[src/rtl/lbcs_pkg.sv]
// Shared types and constants of the linked block chain store.
// No dependencies; used by lbcs_ctrl, lbcs_dp and linked_block_chain_store.
package lbcs_pkg;

  // Width of the internal counters (chain lengths, block counts, byte sums).
  localparam int CW = 13;

  // Request stream layout.
  localparam int IN_W  = 40;
  localparam int OUT_W = 32;

  // Configuration register indexes.
  localparam logic [0:0] CFG_BLOCKS = 1'b0;
  localparam logic [0:0] CFG_FILES  = 1'b1;

  typedef enum logic [1:0] {
    REQ_ALLOC  = 2'd0,
    REQ_RESIZE = 2'd1,
    REQ_WRITE  = 2'd2,
    REQ_READ   = 2'd3
  } req_t;

  typedef enum logic [2:0] {
    ST_OK       = 3'd0,
    ST_NO_FILE  = 3'd1,
    ST_NO_BLOCK = 3'd2,
    ST_PAST_END = 3'd3,
    ST_UNUSED   = 3'd4
  } status_t;

  typedef enum logic [4:0] {
    OP_IDLE,
    OP_CLEAR,
    OP_DISPATCH,
    OP_FSCAN,
    OP_CHECK,
    OP_LEN,
    OP_DECIDE,
    OP_COUNT,
    OP_CHKFREE,
    OP_APPEND,
    OP_NTH0,
    OP_NTH,
    OP_CUT0,
    OP_CUT,
    OP_WRITE,
    OP_READ,
    OP_READ2,
    OP_UPDATE,
    OP_FINISH
  } op_t;

  typedef struct packed {
    op_t  op;
    logic accept;
  } cmd_t;

  typedef struct packed {
    req_t req_type;
    logic clr_last;
    logic fs_fail;
    logic fs_hit;
    logic chk_bad;
    logic len_more;
    logic need_gt_len;
    logic need_lt_len;
    logic k_ge_len;
    logic cnt_end;
    logic short_free;
    logic app_last;
    logic nth_more;
    logic cut_more;
    logic out_busy;
  } stat_t;

endpackage

[src/rtl/lbcs_ctrl.sv]
// Request sequencer of the linked block chain store.
// Depends on lbcs_pkg; drives lbcs_dp through cmd_t, watches stat_t.
module lbcs_ctrl (
  input  logic           clk,
  input  logic           rst,
  input  logic           s_tvalid,
  output logic           s_tready,
  input  lbcs_pkg::stat_t stat,
  output lbcs_pkg::cmd_t  cmd
);

  typedef enum logic [4:0] {
    S_CLEAR, S_IDLE, S_DISPATCH, S_FSCAN, S_CHECK, S_LEN, S_DECIDE, S_COUNT,
    S_CHKFREE, S_APPEND, S_NTH0, S_NTH, S_CUT0, S_CUT, S_WRITE, S_READ,
    S_READ2, S_UPDATE, S_FINISH
  } state_t;

  state_t state, state_next;

  assign s_tready   = (state == S_IDLE);
  assign cmd.accept = s_tvalid && (state == S_IDLE);

  always_comb begin
    unique case (state)
      S_CLEAR:    cmd.op = lbcs_pkg::OP_CLEAR;
      S_IDLE:     cmd.op = lbcs_pkg::OP_IDLE;
      S_DISPATCH: cmd.op = lbcs_pkg::OP_DISPATCH;
      S_FSCAN:    cmd.op = lbcs_pkg::OP_FSCAN;
      S_CHECK:    cmd.op = lbcs_pkg::OP_CHECK;
      S_LEN:      cmd.op = lbcs_pkg::OP_LEN;
      S_DECIDE:   cmd.op = lbcs_pkg::OP_DECIDE;
      S_COUNT:    cmd.op = lbcs_pkg::OP_COUNT;
      S_CHKFREE:  cmd.op = lbcs_pkg::OP_CHKFREE;
      S_APPEND:   cmd.op = lbcs_pkg::OP_APPEND;
      S_NTH0:     cmd.op = lbcs_pkg::OP_NTH0;
      S_NTH:      cmd.op = lbcs_pkg::OP_NTH;
      S_CUT0:     cmd.op = lbcs_pkg::OP_CUT0;
      S_CUT:      cmd.op = lbcs_pkg::OP_CUT;
      S_WRITE:    cmd.op = lbcs_pkg::OP_WRITE;
      S_READ:     cmd.op = lbcs_pkg::OP_READ;
      S_READ2:    cmd.op = lbcs_pkg::OP_READ2;
      S_UPDATE:   cmd.op = lbcs_pkg::OP_UPDATE;
      S_FINISH:   cmd.op = lbcs_pkg::OP_FINISH;
      default:    cmd.op = lbcs_pkg::OP_IDLE;
    endcase
  end

  always_comb begin
    state_next = state;
    unique case (state)
      S_CLEAR:    if (stat.clr_last) state_next = S_IDLE;
      S_IDLE:     if (s_tvalid) state_next = S_DISPATCH;
      S_DISPATCH: state_next = (stat.req_type == lbcs_pkg::REQ_ALLOC) ? S_FSCAN : S_CHECK;
      S_FSCAN: begin
        if (stat.fs_fail) state_next = S_UPDATE;
        else if (stat.fs_hit) state_next = S_COUNT;
      end
      S_CHECK:    state_next = stat.chk_bad ? S_UPDATE : S_LEN;
      S_LEN:      if (!stat.len_more) state_next = S_DECIDE;
      S_DECIDE: begin
        unique case (stat.req_type)
          lbcs_pkg::REQ_RESIZE: begin
            if (stat.need_gt_len) state_next = S_COUNT;
            else if (stat.need_lt_len) state_next = S_NTH0;
            else state_next = S_UPDATE;
          end
          lbcs_pkg::REQ_WRITE: state_next = stat.k_ge_len ? S_COUNT : S_NTH0;
          default:             state_next = stat.k_ge_len ? S_UPDATE : S_NTH0;
        endcase
      end
      S_COUNT:    if (stat.cnt_end) state_next = S_CHKFREE;
      S_CHKFREE:  state_next = stat.short_free ? S_UPDATE : S_APPEND;
      S_APPEND: begin
        if (stat.app_last) begin
          state_next = (stat.req_type == lbcs_pkg::REQ_WRITE) ? S_NTH0 : S_UPDATE;
        end
      end
      S_NTH0:     state_next = S_NTH;
      S_NTH: begin
        if (!stat.nth_more) begin
          unique case (stat.req_type)
            lbcs_pkg::REQ_RESIZE: state_next = S_CUT0;
            lbcs_pkg::REQ_WRITE:  state_next = S_WRITE;
            default:              state_next = S_READ;
          endcase
        end
      end
      S_CUT0:     state_next = S_CUT;
      S_CUT:      if (!stat.cut_more) state_next = S_UPDATE;
      S_WRITE:    state_next = S_UPDATE;
      S_READ:     state_next = S_READ2;
      S_READ2:    state_next = S_UPDATE;
      S_UPDATE:   state_next = S_FINISH;
      S_FINISH:   if (!stat.out_busy) state_next = S_IDLE;
      default:    state_next = S_IDLE;
    endcase
  end

  always_ff @(posedge clk) begin
    if (rst) begin
      state <= S_CLEAR;
    end else begin
      state <= state_next;
    end
  end

endmodule

[config.mk]
export PLATFORM = sky130hd
export DESIGN_NAME = lbcs_ctrl
export DESIGN_NICKNAME = d
export VERILOG_FILES = /design/src/rtl/lbcs_pkg.sv /design/src/rtl/lbcs_ctrl.sv
export SDC_FILE = /design/constraint.sdc
export NUM_CORES = 1
export LEC_CHECK = 0
export BUFFER_PORTS_ARGS = -buffer_cell sky130_fd_sc_hd__buf_2
export CAP_MARGIN = 20
export CORE_ASPECT_RATIO = 0.5
export CORE_MARGIN = 1.5
export CORE_UTILIZATION = 40
export DETAILED_ROUTE_END_ITERATION = 10
export HOLD_SLACK_MARGIN = 0.05
export PLACE_DENSITY = 0.74
export SLEW_MARGIN = 5
export SYNTH_ARGS = -nofsm -noshare
export SYNTH_HDL_FRONTEND = slang
export SYNTH_SLANG_ARGS = --single-unit
export TNS_END_PERCENT = 1
[constraint.sdc]
create_clock -name clk -period 2.9 [get_ports clk]
set_input_delay 0.725 -clock clk [delete_from_list [all_inputs] [get_ports clk]]
set_output_delay 0.725 -clock clk [all_outputs]
set_load 0.01 [all_outputs]
# ---- Word-level counts from Yosys, hierarchy flattened
# Memory sizes are Yosys's and may differ from the RTL's. A register that Yosys moved wholly into a read port is not among the register bits.
# Cells that the tools add are included.
dict set report word_totals {
  register_bits 5
  mem_bits_ro 160
  input_bits 19
  output_inout_bits 7
  elab_cells 59
  mem_count 1
}
# memory words word_bits rd rd_ports_with_merged_regs wr line_no
set memory_table {}
lappend memory_table {{(name not given)} 32 5 1 1 0 lbcs_ctrl.sv:24} ;# unique case (state)
dict set report op_classes {
  eq_ne 29
  mux 23
  reduce_logical 5
}
# operator n
set op_table {}
lappend op_table {{5-bit 2-to-1 mux} 18}
lappend op_table {{5-bit case mux with 18 select lines} 1}
lappend op_table {{5-bit by 4-bit equality test with 1-bit output, second input constant} 8}
lappend op_table {{5-bit by 3-bit equality test with 1-bit output, second input constant} 4}
lappend op_table {{2-bit != test, second input constant} 8}
lappend op_table {{5-bit equality test, second input constant} 3}
lappend op_table {{5-bit by 2-bit equality test with 1-bit output, second input constant} 2}
lappend op_table {{5-bit case mux with 2 select lines} 1}
lappend op_table {{9-bit AND reduction} 1}
lappend op_table {{5-bit by 1-bit equality test with 1-bit output, second input constant} 1}
lappend op_table {{5-bit zero test} 1}
lappend op_table {{4-bit 2-to-1 mux} 1}
lappend op_table {{2-bit case mux with 2 select lines} 1}
lappend op_table {{3-bit 2-to-1 mux} 1}
lappend op_table {{3-bit != test, second input constant} 1}
lappend op_table {{2-bit by 1-bit equality test with 1-bit output, second input constant} 1}
lappend op_table {{2-bit equality test, second input constant} 1}
lappend op_table {{2-bit zero test} 1}
lappend op_table {{2-bit OR reduction} 1}
lappend op_table {{1-bit logical AND} 1}

# ---- Longest topological paths before layout
# Gate-level depths: netlist of run 1.
dict set report logic_depth {
  word_depth 6
  depth_mapped 12
  depth_no_buf 12
}

# ---- Worst setup path before layout of run 1
# No wires, ideal clock.
dict set report synth_timing {
  path_kind {input to register}
  start {input stat[15] in the netlist's numbering}
  end {register cmd[1] (netlist name)}
  setup_ps 124
  arrival_time_ps 2733
  required_time_ps 2776
  setup_slack_ps 43
  path_stages 11
  path_buffers 0
  cell_sequence {inv_1 > ha_1 > nor2b_1 > a211oi_1 > or4b_1 > a21oi_1 > or2_1 > ha_1 > a21boi_0 > a2bb2oi_1 > mux2i_1}
}
dict set report synth_between {
  elab_chain_len 6
  word_cells_on_any_way 12
  cone_classes {eq/ne: 2; mux: 9; reduce/logical: 1}
}
# item line_no
set synth_rtl {}
lappend synth_rtl {{from (decl)} lbcs_ctrl.sv:8} ;# input lbcs_pkg::stat_t stat,
lappend synth_rtl {{2-bit equality test or 2-bit by 1-bit equality test with 1-bit output (tied branches)} {lbcs_ctrl.sv:61, lbcs_ctrl.sv:75, lbcs_ctrl.sv:81}}
lappend synth_rtl {{2-bit case mux with 2 select lines or 5-bit 2-to-1 mux (tied branches)} {lbcs_ctrl.sv:81, lbcs_ctrl.sv:75}}
lappend synth_rtl {{5-bit 2-to-1 mux (on tied branches)} {lbcs_ctrl.sv:80, lbcs_ctrl.sv:74}}
lappend synth_rtl {{5-bit case mux with 18 select lines *} lbcs_ctrl.sv:50} ;# unique case (state)
lappend synth_rtl {{5-bit 2-to-1 mux (no line) * (2 in a row)} --}
# Mark *: on every way between the ends. The rest lies on a longest branch, timed or not. The select of a mux whose other input is x is not followed.
# A chain may end at the register's enable or synchronous reset.

# ---- Worst setup path after layout of run 1
dict set report layout_timing {
  start {input stat[15] in the netlist's numbering}
  end {register cmd[1] (netlist name)}
}
dict set report layout_between {
  elab_chain_len 6
  word_cells_on_any_way 12
  cone_classes {eq/ne: 2; mux: 9; reduce/logical: 1}
}
# item line_no
set layout_rtl {}
lappend layout_rtl {{2-bit equality test or 2-bit by 1-bit equality test with 1-bit output (tied branches)} {lbcs_ctrl.sv:61, lbcs_ctrl.sv:75, lbcs_ctrl.sv:81}}
lappend layout_rtl {{2-bit case mux with 2 select lines or 5-bit 2-to-1 mux (tied branches)} {lbcs_ctrl.sv:81, lbcs_ctrl.sv:75}}
lappend layout_rtl {{5-bit 2-to-1 mux (on tied branches)} {lbcs_ctrl.sv:80, lbcs_ctrl.sv:74}}
lappend layout_rtl {{5-bit case mux with 18 select lines *} lbcs_ctrl.sv:50}
lappend layout_rtl {{5-bit 2-to-1 mux (no line) * (2 in a row)} --}
# Marks and branches as above.

==> metrics, run 1 <==
worst-skew pair later-pin latency=0.24 ns; first-pass GRT wire length=4770 um; worst flop-to-flop path endpoint=cmd[1]$_DFF_P_; 1st-iter DRT viols=84; Crit Path Max Fanout=6; nets=210; leading area contributor after synthesis=dfxtp_1; H-Tree Depth=1; initial antenna violation count=0; Hold Startpoint=state[2]$_SDFFE_PP0N_; CP Data Required Time=3.03 ns; relative slew slack=66.7%; crit path launch=stat[15]; asr flop ratio synth=0%; IO Pins=26; Post-DP HPWL=2110 um; PostCTS Resize Cnt=0; Setup crit end kind=register; Synth Warn #=0; Num CTS Buffers=3; die height=42.1 um; Layout area overhead=21.2%; Unique masters post-synth=60; worst clock skew=0.00885 ns; Die Width=81.1 um; initial core utilization=44.4%; most common cell after layout, fill and taps aside=buf_2; worst setup path class=in2reg; via-per-instance ratio=5.57; pwr/cell area=850 nW/um2; Slew Limit Fails=0; r2r startpoint=state[4]$_SDFFE_PP0N_; Design Area, Final=1480 um2; Worst Setup Start Kind=primary input; Sink Count=10; CTS tree=built; DRC viols=0; Tcrit/Tclk final=97.6%; Slew @ Worst Pin=0.498 ns; Routed WL=2930 um; worst reg2reg path depth=10; Rows=13; #FFs+latches synth=10; Post-DRT Antenna Nets=0; Total Routing Usage GR=17.6%; Avg Synthesized Cell Area=7.88 um2; reg2reg setup slack=0.24 ns; clock tree buffer depth=2; max cap viols=0; FMAX=0.353 GHz; Worst Setup EP=cmd[1]$_DFF_P_; Post-Synthesis Net Count=181; top post-synthesis cells by area=dfxtp_1, ha_1, buf_6, nor2_1, o21ai_0; most frequent cells in the layout=buf_2, nor2_1, inv_1, o21ai_0, dfxtp_1; vias post-DR=1225; count of input and output buffers=25; area of placed instances=1370 um2; largest net degree at the start of global routing=28; CTS root buffer=clkbuf_8; Post-CTS Hold Buffers=0; P_leak=0.611 nW; EDFF count, synth=0; Min Hold Slack=0.808 ns; Seq/Total Area, Yosys=16.4%; grt ovf=0; Die ar.=3410 um2; Post-synth top flop=dfxtp_1; Reg clk slew, reported paths=0.06 ns; layout cells sized above 1=34.4%; Peak VDD IR=0.462 mV; final antenna diode count=0; Synth Cell Area=1220 um2; worst hold path class=reg2reg; Hold Fails Final Rpt=0; first drt pass iteration count=4; GP Congestion=0.875; number of global-route vias before repair=1072; Mapped Cells=155; status=complete, no violations; Crit path arrival time=2.96 ns; Core ar.=2750 um2; post-CTS setup buffers=0; crit path time final=2.83 ns; Setup Viol. Count Final=0; area share of the largest cell type after synthesis=16.4%; wire per inst=13.3 um
-- cells by family (layout without fill, tap and decap cells) --
kind of cell    after synthesis  in the layout  share of synthesized area [%]
mux                           1              1                          0.820
compound gates               46             46                           29.1
simple gates                 71             71                           36.3
buf+inv                      20             48                           10.2
fa+ha+maj                     7              7                           7.17
flops                        10             10                           16.4
-- flip-flops by register name, summed over array words and instances (netlist names) --
signal  count
state       5
cmd         5
-- worst min path at each step --
stage / slack, ns / to / cells past startpoint
2_1_floorplan: 0.64 / state[3]$_SDFFE_PP0N_ / 3
3_3_place_gp: 0.75 / state[0]$_SDFFE_PP0N_ / 2
3_5_place_dp: 0.77 / state[0]$_SDFFE_PP0N_ / 2
4_1_cts: 0.78 / state[0]$_SDFFE_PP0N_ / 2
5_1_grt: 0.83 / state[1]$_SDFFE_PP0N_ / 2
6_report: 0.81 / state[2]$_SDFFE_PP0N_ / 3
-- synthesized netlist by cell type, types with 3 or more instances --
cell type and number:
o21ai_0 10, buf_6 5, or2_1 3, inv_1 10
nor2_1 15, ha_1 7, nand2_1 8, a31oi_1 3
nor2b_1 7, nand2b_1 6, nand3b_1 4, a21oi_1 5
dfxtp_1 10, buf_4 3, nor3_1 3
-- power breakdown --
part / total [mW] / switching (mW) / internal (mW)
logic: 0.822 / 0.421 / 0.401
clock network: 0.180 / 0.0602 / 0.120
registers: 0.256 / 0.0689 / 0.187
-- worst max-delay path, cell delays in order --
cell	delay, ns
buf_2	0.11
inv_1	0.15
ha_4	0.25
nor2b_1	0.23
a211oi_1	0.10
or4b_4	0.50
a21oi_2	0.16
or2_1	0.13
ha_1	0.22
a21boi_0	0.13
a2bb2oi_1	0.17
mux2i_1	0.08
-- routing by layer --
metal | part of all wire, % | track usage (%) | vias to the layer above
met5 | 0 | 0 | -
met4 | 1.9 | 5.86 | 0
met3 | 4.9 | 2.61 | 7
met2 | 47 | 28.2 | 29
met1 | 47 | 24.0 | 561
li1 | - | - | 628
-- final cells by class --
type	count	area, um2
Inverter	10	37.5
Multi-Input combinational cell	125	948
Sequential cell	10	200
Tap cell	37	46.3
Timing Repair Buffer	34	193
Fill cell	259	1270
Clock buffer	4	55.1
-- metrics by stage --
stage          worst slack [ns]  TNS (ns)  utilization, %  total power, mW  std cells
2_1_floorplan            0.0430         0               -            0.872        155
3_3_place_gp             -0.149    -0.340            49.9             1.02        216
3_5_place_dp             -0.235    -0.606            49.9             1.03        216
4_1_cts                 0.00925         0            51.9             1.21        220
5_1_grt                 -0.0400   -0.0400            53.8             1.35        220
6_report                 0.0703         0            53.8             1.26        220
Power figures use the tool's default switching activity.
==> inputs of run 2 (changes only) <==
--- a/config.mk
+++ b/config.mk
@@ -12,7 +12,7 @@
 export CORE_UTILIZATION = 40
 export DETAILED_ROUTE_END_ITERATION = 10
 export HOLD_SLACK_MARGIN = 0.05
-export PLACE_DENSITY = 0.74
+export PLACE_DENSITY = 0.72
 export SLEW_MARGIN = 5
 export SYNTH_ARGS = -nofsm -noshare
 export SYNTH_HDL_FRONTEND = slang
==> constraint.sdc (replaced) <==
create_clock -name clk -period 3.5 [get_ports clk]
set_input_delay 0.875 -clock clk [delete_from_list [all_inputs] [get_ports clk]]
set_output_delay 0.875 -clock clk [all_outputs]
set_load 0.01 [all_outputs]
==> metrics, run 2 (synthesis gave the netlist of run 1 again) <==
final antenna diode count=0 (unchanged); Peak VDD IR=0.335 mV (-28%); Setup Viol. Count Final=0 (unchanged); Setup crit end kind=register; Die Width=81.1 um (unchanged); CTS tree=built; grt ovf=0 (unchanged); max cap viols=0 (unchanged); nets=203 (-3.3%); Post-DRT Antenna Nets=0 (unchanged); worst flop-to-flop path endpoint=cmd[1]$_DFF_P_; worst setup path class=in2reg; count of input and output buffers=25 (unchanged); 1st-iter DRT viols=88 (+4.8%); worst clock skew=0.00312 ns (-0.00573 ns); H-Tree Depth=1 (unchanged); first drt pass iteration count=4 (unchanged); wire per inst=13.4 um (+0.50%); FILL cells=272 (+5.0%); CP Data Required Time=3.67 ns (+0.64 ns); Tcrit/Tclk final=90.6%; pwr/cell area=708 nW/um2 (-17%); Hold Startpoint=state[0]$_SDFFE_PP0N_; largest net degree at the start of global routing=22 (-21%); post-CTS setup buffers=0 (unchanged); Rows=13 (unchanged); Reg clk slew, reported paths=0.05 ns (about the same); reg2reg setup slack=0.71 ns (+0.47 ns); Worst Setup Start Kind=primary input; via-per-instance ratio=5.61 (+0.67%); RSZ-0062 raised after global routing=no; Total Routing Usage GR=18.3% (+0.77 points); r2r startpoint=state[1]$_SDFFE_PP0N_; worst reg2reg path depth=10 (unchanged); status=complete, no violations; number of global-route vias before repair=1156 (+7.8%); P_leak=0.569 nW (-6.9%); initial antenna violation count=0 (unchanged); Sink Count=10 (unchanged); Min Hold Slack=0.884 ns (+0.0764 ns); GP Congestion=0.869 (-0.69%); Post-CTS Hold Buffers=0 (unchanged); Crit Path Max Fanout=6 (unchanged); Hold Crit Depth=2 (-1); Num CTS Buffers=3 (unchanged); Post-DP HPWL=2080 um (-1.3%); most frequent cells in the layout=buf_2, nor2_1, inv_1, o21ai_0, dfxtp_1; FMAX=0.315 GHz; Die ar.=3410 um2 (unchanged); Slew @ Worst Pin=0.631 ns (+0.133 ns); Worst Hold End=state[0]$_SDFFE_PP0N_; initial core utilization=44.4% (unchanged); Crit path arrival time=3.34 ns (+0.38 ns); Layout area overhead=12.6%; CTS root buffer=clkbuf_8; first-pass GRT wire length=4990 um (+4.5%); Core ar.=2750 um2 (unchanged); PostCTS Resize Cnt=0 (unchanged); IO Pins=26 (unchanged); relative slew slack=57.9% (-8.9 points); most common cell after layout, fill and taps aside=buf_2; crit path time final=3.17 ns; DRC viols=0 (unchanged); vias post-DR=1194 (-2.5%); Final TNS setup=0 ns (unchanged); worst-skew pair later-pin latency=0.24 ns (about the same); worst hold path class=reg2reg; Routed WL=2850 um (-2.7%); Slew Limit Fails=0 (unchanged); layout cells sized above 1=27.3% (-7.2 points); die height=42.1 um (unchanged); Hold Fails Final Rpt=0 (unchanged); clock tree buffer depth=2 (unchanged)
[run 2: area by class of cell]
cell class	count	area (um2)	area share [%]
Timing Repair Buffer	27	140	10.2
Clock buffer	4	55.1	4.00
Sequential cell	10	200	14.6
Tap cell	37	46.3	3.37
Multi-Input combinational cell	125	896	65.2
Inverter	10	37.5	2.73
[run 2: critical path, cell delays in order]
cell	delay (ns)
buf_2	0.10
inv_1	0.06
ha_1	0.37
nor2b_1	0.26
o22ai_1	0.12
a2111oi_1	0.43
and4b_4	0.31
nor3_1	0.09
ha_1	0.29
a21boi_0	0.22
a2bb2oi_1	0.09
mux2i_1	0.12
[run 2: power breakdown]
group,switching [mW],internal (mW),leakage (nW)
Combinational,0.298,0.282,0.458
Clock,0.0435,0.0987,0.0288
Sequential,0.0963,0.155,0.0819
Total,0.438,0.536,0.569
[run 2: routing by layer]
layer	up-vias	GRT usage, %	part of all wire (%)
met4	0	7.93	1.8
met3	7	3.26	3.1
met1	555	23.8	50
met2	24	29.7	45
li1	608	-	-
met5	-	0	0
[run 2: worst max-delay path by stage]
| stage | from | end | cells past startpoint |
|---|---|---|---|
| after global routing | stat[14] | cmd[1]$_DFF_P_ | 12 |
| after floorplan | stat[15] | cmd[1]$_DFF_P_ | 11 |
| after global placement | stat[14] | cmd[2]$_DFF_P_ | 12 |
| after detailed placement | stat[14] | cmd[1]$_DFF_P_ | 12 |
| final | stat[14] | cmd[1]$_DFF_P_ | 12 |
| after CTS | stat[14] | cmd[1]$_DFF_P_ | 12 |
[run 2: per-stage QoR]
stage               cells  total power, mW  util, %  area, um2  setup WS, ns
floorplan             155            0.723        -       1220         0.493
finish                213            0.973     50.0       1380         0.329
CTS                   213            0.970     50.0       1380         0.342
global placement      209            0.805     48.0       1320         0.162
detailed placement    209            0.814     48.0       1320         0.117
global route          213             1.07     50.0       1380        0.0905
